[src/hdl/arst_pkg.sv]
// Shared types and constants for the address range set table.
// Holds request/response structs, entry layout and control encodings.
// No dependencies.
package arst_pkg;

    localparam int ADDR_W  = 32;
    localparam int INDEX_W = 8;
    localparam int COUNT_W = 9;

    typedef enum logic [1:0] {
        MODE_INSERT = 2'd0,
        MODE_LOOKUP = 2'd1,
        MODE_DELETE = 2'd2,
        MODE_READ   = 2'd3
    } arst_mode_t;

    typedef enum logic [1:0] {
        STATUS_OK        = 2'd0,
        STATUS_NOT_FOUND = 2'd1,
        STATUS_FULL      = 2'd2,
        STATUS_BAD_INDEX = 2'd3
    } arst_status_t;

    // What every cell of the row does in a cycle
    typedef enum logic [2:0] {
        CELL_HOLD   = 3'd0,
        CELL_ROTATE = 3'd1,
        CELL_OPEN   = 3'd2,
        CELL_CLOSE  = 3'd3,
        CELL_WRITE  = 3'd4
    } arst_cell_op_t;

    typedef enum logic [2:0] {
        ST_IDLE   = 3'd0,
        ST_SCAN   = 3'd1,
        ST_APPLY  = 3'd2,
        ST_MERGE  = 3'd3,
        ST_FINISH = 3'd4
    } arst_state_t;

    typedef struct packed {
        logic [ADDR_W-1:0] beg;
        logic [ADDR_W-1:0] fin;
    } arst_entry_t;

    typedef struct packed {
        arst_mode_t         mode;
        logic [ADDR_W-1:0]  range_low;
        logic [ADDR_W-1:0]  range_high;
        logic [ADDR_W-1:0]  probe_address;
        logic [INDEX_W-1:0] entry_index;
    } arst_req_t;

    typedef struct packed {
        arst_status_t       status;
        logic [ADDR_W-1:0]  entry_begin;
        logic [ADDR_W-1:0]  entry_end;
        logic [COUNT_W-1:0] entry_count;
    } arst_rsp_t;

endpackage

[src/hdl/arst_cell.sv]
// One cell of the range table row: holds a single entry.
// Takes its neighbor's entry on rotate, open and close; depends on arst_pkg.
module arst_cell #(
    parameter int TABLE_DEPTH = 256,
    parameter int CELL_INDEX  = 0
) (
    input  logic                  clk,
    input  arst_pkg::arst_cell_op_t op,
    input  logic [$clog2(TABLE_DEPTH)-1:0] pos,
    input  arst_pkg::arst_entry_t wr_entry,
    input  arst_pkg::arst_entry_t prev_entry,
    input  arst_pkg::arst_entry_t next_entry,
    output arst_pkg::arst_entry_t entry
);

    localparam int IDX_W = $clog2(TABLE_DEPTH);
    localparam logic [IDX_W-1:0] MY_POS = IDX_W'(CELL_INDEX);

    arst_pkg::arst_entry_t entry_reg;
    arst_pkg::arst_entry_t entry_next;

    // Next entry per row operation
    always_comb
    begin
        entry_next = entry_reg;
        case (op)
            arst_pkg::CELL_HOLD:   entry_next = entry_reg;
            arst_pkg::CELL_ROTATE: entry_next = next_entry;
            arst_pkg::CELL_OPEN:
            begin
                if (MY_POS > pos)
                    entry_next = prev_entry;
                else if (MY_POS == pos)
                    entry_next = wr_entry;
            end
            arst_pkg::CELL_CLOSE:
            begin
                if (MY_POS >= pos)
                    entry_next = next_entry;
            end
            arst_pkg::CELL_WRITE:
            begin
                if (MY_POS == pos)
                    entry_next = wr_entry;
            end
            default: entry_next = entry_reg;
        endcase
    end

    // Entry storage, no reset
    always_ff @(posedge clk)
    begin
        entry_reg <= entry_next;
    end

    assign entry = entry_reg;

endmodule

[config.mk]
export PLATFORM = sky130hd
export DESIGN_NAME = arst_cell
export DESIGN_NICKNAME = d
export VERILOG_FILES = /design/src/hdl/arst_pkg.sv /design/src/hdl/arst_cell.sv
export SDC_FILE = /design/constraint.sdc
export NUM_CORES = 1
export LEC_CHECK = 0
export ABC_AREA = 1
export BUFFER_PORTS_ARGS = -buffer_cell sky130_fd_sc_hd__clkbuf_2
export CORE_AREA = 2 2 103 105
export DETAILED_ROUTE_END_ITERATION = 10
export DIE_AREA = 0 0 105 107
export PLACE_DENSITY = 0.76
export RECOVER_POWER = 100
export SLEW_MARGIN = 20
export SYNTH_ARGS = -nofsm -noshare
export SYNTH_HDL_FRONTEND = slang
export SYNTH_SLANG_ARGS = --single-unit
[constraint.sdc]
create_clock -name clk -period 3.9 [get_ports clk]
set_clock_uncertainty 0.2 [all_clocks]
set_input_delay 0.39 -clock clk [delete_from_list [all_inputs] [get_ports clk]]
set_output_delay 0.39 -clock clk [all_outputs]
set_load 0.05 [all_outputs]
# Word level (Yosys, flattened, before mapping)
# Index checks and enable logic that the tools add are counted.
# word_totals
out_inout_bits	64
wordCells	16
ff_bits	64
# classes
reduce_logical	3
eq_ne	5
order_cmp	2
muxes	4
# ops
operator	n
one-hot mux 64 bit (4 select lines)	1
two-way mux 64 bit	3
>= comparator 1 x 8 -> 1 bit, first input constant	1
greater-than comparator 1 x 8 -> 1 bit, first input constant	1
logical NOT 8 bit	1
equality test 3 x 2 -> 1 bit, second input constant	2
nonzero test 4 bit	1
equality test 3 x 1 -> 1 bit, second input constant	1
equality test 3 bit, second input constant	1
!= test 2 bit, second input constant	1
AND reduction 2 bit	1

# Longest topological paths before layout
# depth
word_depth	4
depth_mapped	8
ltp_nobuf	7

# Least setup slack after synthesis
# OpenSTA, ideal clock, no wires.
# synth_path
kind	in2reg
startpoint	input port pos[0]
endpoint	register entry_reg (netlist bit entry[0]), enable pin
path_slack_ns	0.854
setup_time_ns	0.424
stages	7
n_path_buf	2
t_required_ns	3.276
arrival_time_ns	2.422
cell_sequence	nor2_1 nand2_1 nor2_4 buf_12 buf_12 o21ai_1 nand2_1
# synth_between
elab_chain_len	3
# synth_rtl
item	line_no	source
from (decl)	arst_cell.sv:9	input logic [$clog2(TABLE_DEPTH)-1:0] pos,
>= comparator 1 x 8 -> 1 bit	arst_cell.sv:38	if (MY_POS >= pos)
!= test 2 bit (no line)	-	
AND reduction 2 bit (no line)	-	
to (signal assigned)	arst_cell.sv:53	entry_reg <= entry_next;
to (decl)	arst_cell.sv:19	arst_pkg::arst_entry_t entry_reg;
# Every way passes these cells.
# A chain may end at the register's enable or synchronous reset.

==> report_table.html <==
<table>
<tr><th>Metric</th><th>Value</th></tr>
<tr><th colspan="2">Outcome</th></tr>
<tr><td>Result of the run</td><td>finished, violations left</td></tr>
<tr><td>Violations in the final reports</td><td>max-capacitance violations, max-slew violations</td></tr>
<tr><th colspan="2">Routing</th></tr>
<tr><td>Overall via count from detail_route</td><td>between 3000 and 4000</td></tr>
<tr><td>Antenna violation net count after detailed routing</td><td>0</td></tr>
<tr><td>DRC viols</td><td>0</td></tr>
<tr><td>Number of detailed-route iterations in the first pass</td><td>4</td></tr>
<tr><td>Via/cell ratio</td><td>~4.8</td></tr>
<tr><td>Wire length per cell after detailed routing</td><td>roughly 13 um</td></tr>
<tr><td>Number of DRC violations after detailed-routing iteration 0</td><td>~170</td></tr>
<tr><td>Total wire length</td><td>10.9 mm</td></tr>
<tr><th colspan="2">Power and ir drop</th></tr>
<tr><td>Leakage power</td><td>2.51 nW</td></tr>
<tr><td>Maximum vdd drop</td><td>around 0.16 mV</td></tr>
<tr><td>Total power divided by cell area</td><td>roughly 380 mW/mm^2</td></tr>
<tr><th colspan="2">Critical path</th></tr>
<tr><td>Class of the most critical setup path</td><td>input port to flip-flop</td></tr>
<tr><td>Worst Setup End Kind</td><td>flip-flop</td></tr>
<tr><td>CP Data Arrival Time</td><td>2.57 ns</td></tr>
<tr><td>Largest fanout of any net on the critical path</td><td>64</td></tr>
<tr><td>Launching element type of the critical path</td><td>input port</td></tr>
<tr><td>Required time worst endpoint</td><td>3.78 ns</td></tr>
<tr><th colspan="2">Final layout</th></tr>
<tr><td>Antenna fix cells</td><td>0</td></tr>
<tr><td>Layout net count</td><td>around 900</td></tr>
<tr><td>Max reg flops</td><td>64</td></tr>
<tr><td>Fill count</td><td>1041</td></tr>
<tr><td>Fraction of layout cells with a size suffix above 1</td><td>31.9%</td></tr>
<tr><td>Relative area change from synthesis to final layout</td><td>25.0%</td></tr>
<tr><th colspan="2">Global routing</th></tr>
<tr><td>Vias in the first global route</td><td>between 3000 and 4000</td></tr>
<tr><td>Maximum number of pins on one net before global-route repair</td><td>65</td></tr>
<tr><td>Overall overflow remaining after global route</td><td>0</td></tr>
<tr><td>Number of antenna violations at the first check in global routing</td><td>0</td></tr>
<tr><td>Gr usage total</td><td>a little under a fifth</td></tr>
<tr><td>Global-route wire length before repair</td><td>~17 mm</td></tr>
<tr><th colspan="2">Placement</th></tr>
<tr><td>Routability cong.</td><td>roughly 0.8</td></tr>
<tr><td>Count of buffers from port buffering</td><td>203</td></tr>
<tr><td>DP Wirelength</td><td>around 7.1 mm</td></tr>
<tr><th colspan="2">Clock network</th></tr>
<tr><td>Clock transition at the register clock pins on the worst setup and hold paths after CTS</td><td>about 0.08 ns</td></tr>
<tr><td>Clock tree from TritonCTS</td><td>yes</td></tr>
<tr><td>CTS Buffer Depth</td><td>2</td></tr>
<tr><td>Clock Root Buffer</td><td>clkbuf_8</td></tr>
<tr><td>Post-CTS repair timing setup buffer count</td><td>0</td></tr>
<tr><td>Number of gates resized after cts</td><td>0</td></tr>
<tr><td>Clock latency on the worst-skew pair</td><td>0.33 ns</td></tr>
<tr><td>CTS buffer count</td><td>9</td></tr>
<tr><td>Number of sinks driven by the clock tree</td><td>64</td></tr>
<tr><td>Hold-fix buffer count after cts</td><td>0</td></tr>
<tr><td>H-tree levels</td><td>3</td></tr>
<tr><th colspan="2">Timing</th></tr>
<tr><td>Sum of negative setup slack</td><td>0 ns</td></tr>
<tr><td>Number of failing hold endpoints at the final stage</td><td>0</td></tr>
<tr><td>Setup repair after global routing missed its margin</td><td>false</td></tr>
<tr><td>Time the worst path needs with I/O delays and setup</td><td>roughly 2.7 ns</td></tr>
<tr><td>Worst-case headroom to the max-slew limit</td><td>-24.0%</td></tr>
<tr><td># setup viols final</td><td>0</td></tr>
<tr><td>Number of pins with negative max-slew slack in the final report</td><td>65</td></tr>
<tr><td>Max Fclk</td><td>372 MHz</td></tr>
<tr><td>WHS</td><td>roughly 0.12 ns</td></tr>
<tr><td>Post-route clock period utilization</td><td>~69%</td></tr>
<tr><td>Transition time at the pin with the least slew margin</td><td>around 1.9 ns</td></tr>
<tr><th colspan="2">Hold path</th></tr>
<tr><td>Kind of path behind the tightest hold check</td><td>input port to flip-flop</td></tr>
<tr><th colspan="2">Floorplan</th></tr>
<tr><td>Starting utilization of the core area</td><td>between 40% and 50%</td></tr>
<tr><td>Number of placement rows</td><td>37</td></tr>
<tr><td>Area of the die</td><td>~0.011 sq mm</td></tr>
<tr><td>Floorplan die width</td><td>105 um</td></tr>
<tr><td>Core box area</td><td>just over 0.01 sq mm</td></tr>
<tr><td>Y dimension of the die</td><td>107 um</td></tr>
<tr><td>IO Pins</td><td>between 200 and 300</td></tr>
<tr><th colspan="2">Synthesis</th></tr>
<tr><td>Flops &amp; latches, synth</td><td>between 60 and 70</td></tr>
<tr><td>Yosys synthesis warning count</td><td>0</td></tr>
<tr><td>Post-synth design cell area</td><td>0.00423 sq mm</td></tr>
<tr><td>Post-synth net total</td><td>approximately 700</td></tr>
<tr><td>Syn Area/Cell</td><td>between 8 and 9 sq um</td></tr>
<tr><td>Sequential share of the synthesized area</td><td>between 40% and 50%</td></tr>
<tr><td>Distinct cell type count after synthesis</td><td>17</td></tr>
<tr><td>Synth Instances</td><td>500</td></tr>
<tr><th colspan="2">Run</th></tr>
<tr><td>Max_cap viols</td><td>1</td></tr>
</table>
==> cells in the mapped netlist (all sizes together) <==
master	n	share of area, %
o21bai	64	12
buf	34	7.0
inv	67	6.0
nand3	65	7.7
edfxtp	64	45
a21oi	1	0.12
o21ai	1	0.12
nor2	6	0.83
nand2	198	21
==> power by group <==
group	total (mW)	leakage [nW]	switching (mW)	internal [mW]
logic	0.515	1.79	0.366	0.149
clock network	0.614	0.106	0.259	0.354
registers	0.867	0.618	0.0286	0.838
total	2.00	2.51	0.654	1.34
==> stage by stage <==
stage / worst slack [ns] / cells / total power [mW] / area (sq um) / utilization (%)
after floorplan: 0.854 / 500 / 1.26 / 4230 / -
after global placement: 1.61 / 810 / 1.40 / 5170 / 51.3
after detailed placement: 1.55 / 810 / 1.41 / 5170 / 51.3
after CTS: 1.92 / 826 / 2.04 / 5380 / 53.3
after global routing: 0.986 / 826 / 2.09 / 5280 / 52.3
final: 1.22 / 826 / 2.00 / 5280 / 52.3
==> path summary, 6_finish.rpt <==
kind / start / endpoint / slack [ns] / cells after the start
min: next_entry[2] / entry[2]$_DFFE_PP_ / 0.12 / 3
max reg2reg: entry[8]$_DFFE_PP_ / entry[8]$_DFFE_PP_ / 2.69 / 3
max: pos[4] / entry[1]$_DFFE_PP_ / 1.22 / 8
min reg2reg: entry[13]$_DFFE_PP_ / entry[13]$_DFFE_PP_ / 0.46 / 3
==> per-layer routing <==
metal  part of all wire (%)  vias up  GRT usage [%]
li1                       -     1971              -
met1                     44     1816           24.4
met2                     49      146           32.6
met3                    5.8       12           3.34
met4                    1.4        0           7.33
met5                      0        -              0
==> area by class of cell <==
class | count | area, sq um | area share, %
Timing Repair Buffer | 208 | 983 | 18.6
Clock buffer | 9 | 124 | 2.35
Inverter | 67 | 253 | 4.79
Multi-Input combinational cell | 335 | 1740 | 33.0
Tap cell | 136 | 170 | 3.22
Sequential cell | 64 | 1920 | 36.4
Clock inverter | 7 | 86.3 | 1.64
==> cell usage in the layout (no fill, tap or decap), drive strengths merged <==
cell,synthesis,routed
o21bai,64,64
a21oi,1,1
nand3,65,65
clkinvlp,0,1
buf,34,4
clkinv,0,5
nor2,6,6
bufinv,0,2
nand2,198,198
edfxtp,64,64
inv,67,66
clkbuf,0,213
o21ai,1,1
==> worst max-delay path: stages <==
cell and delay (ns):
clkbuf_2 0.08, nor2_1 0.12, nand2_2 0.06, nor2_1 0.14, clkbuf_2 1.37, nand2_1 0.12
nand3_1 0.16, nand2_1 0.06
==> cells by family (layout without fill, tap and decap cells) <==
family	after synthesis	after routing	synth area share, %
flops	64	64	45.5
buf+inv	101	291	12.9
simple gates	269	269	29.1
compound gates	66	66	12.5
(Power assumes the default switching activity.)
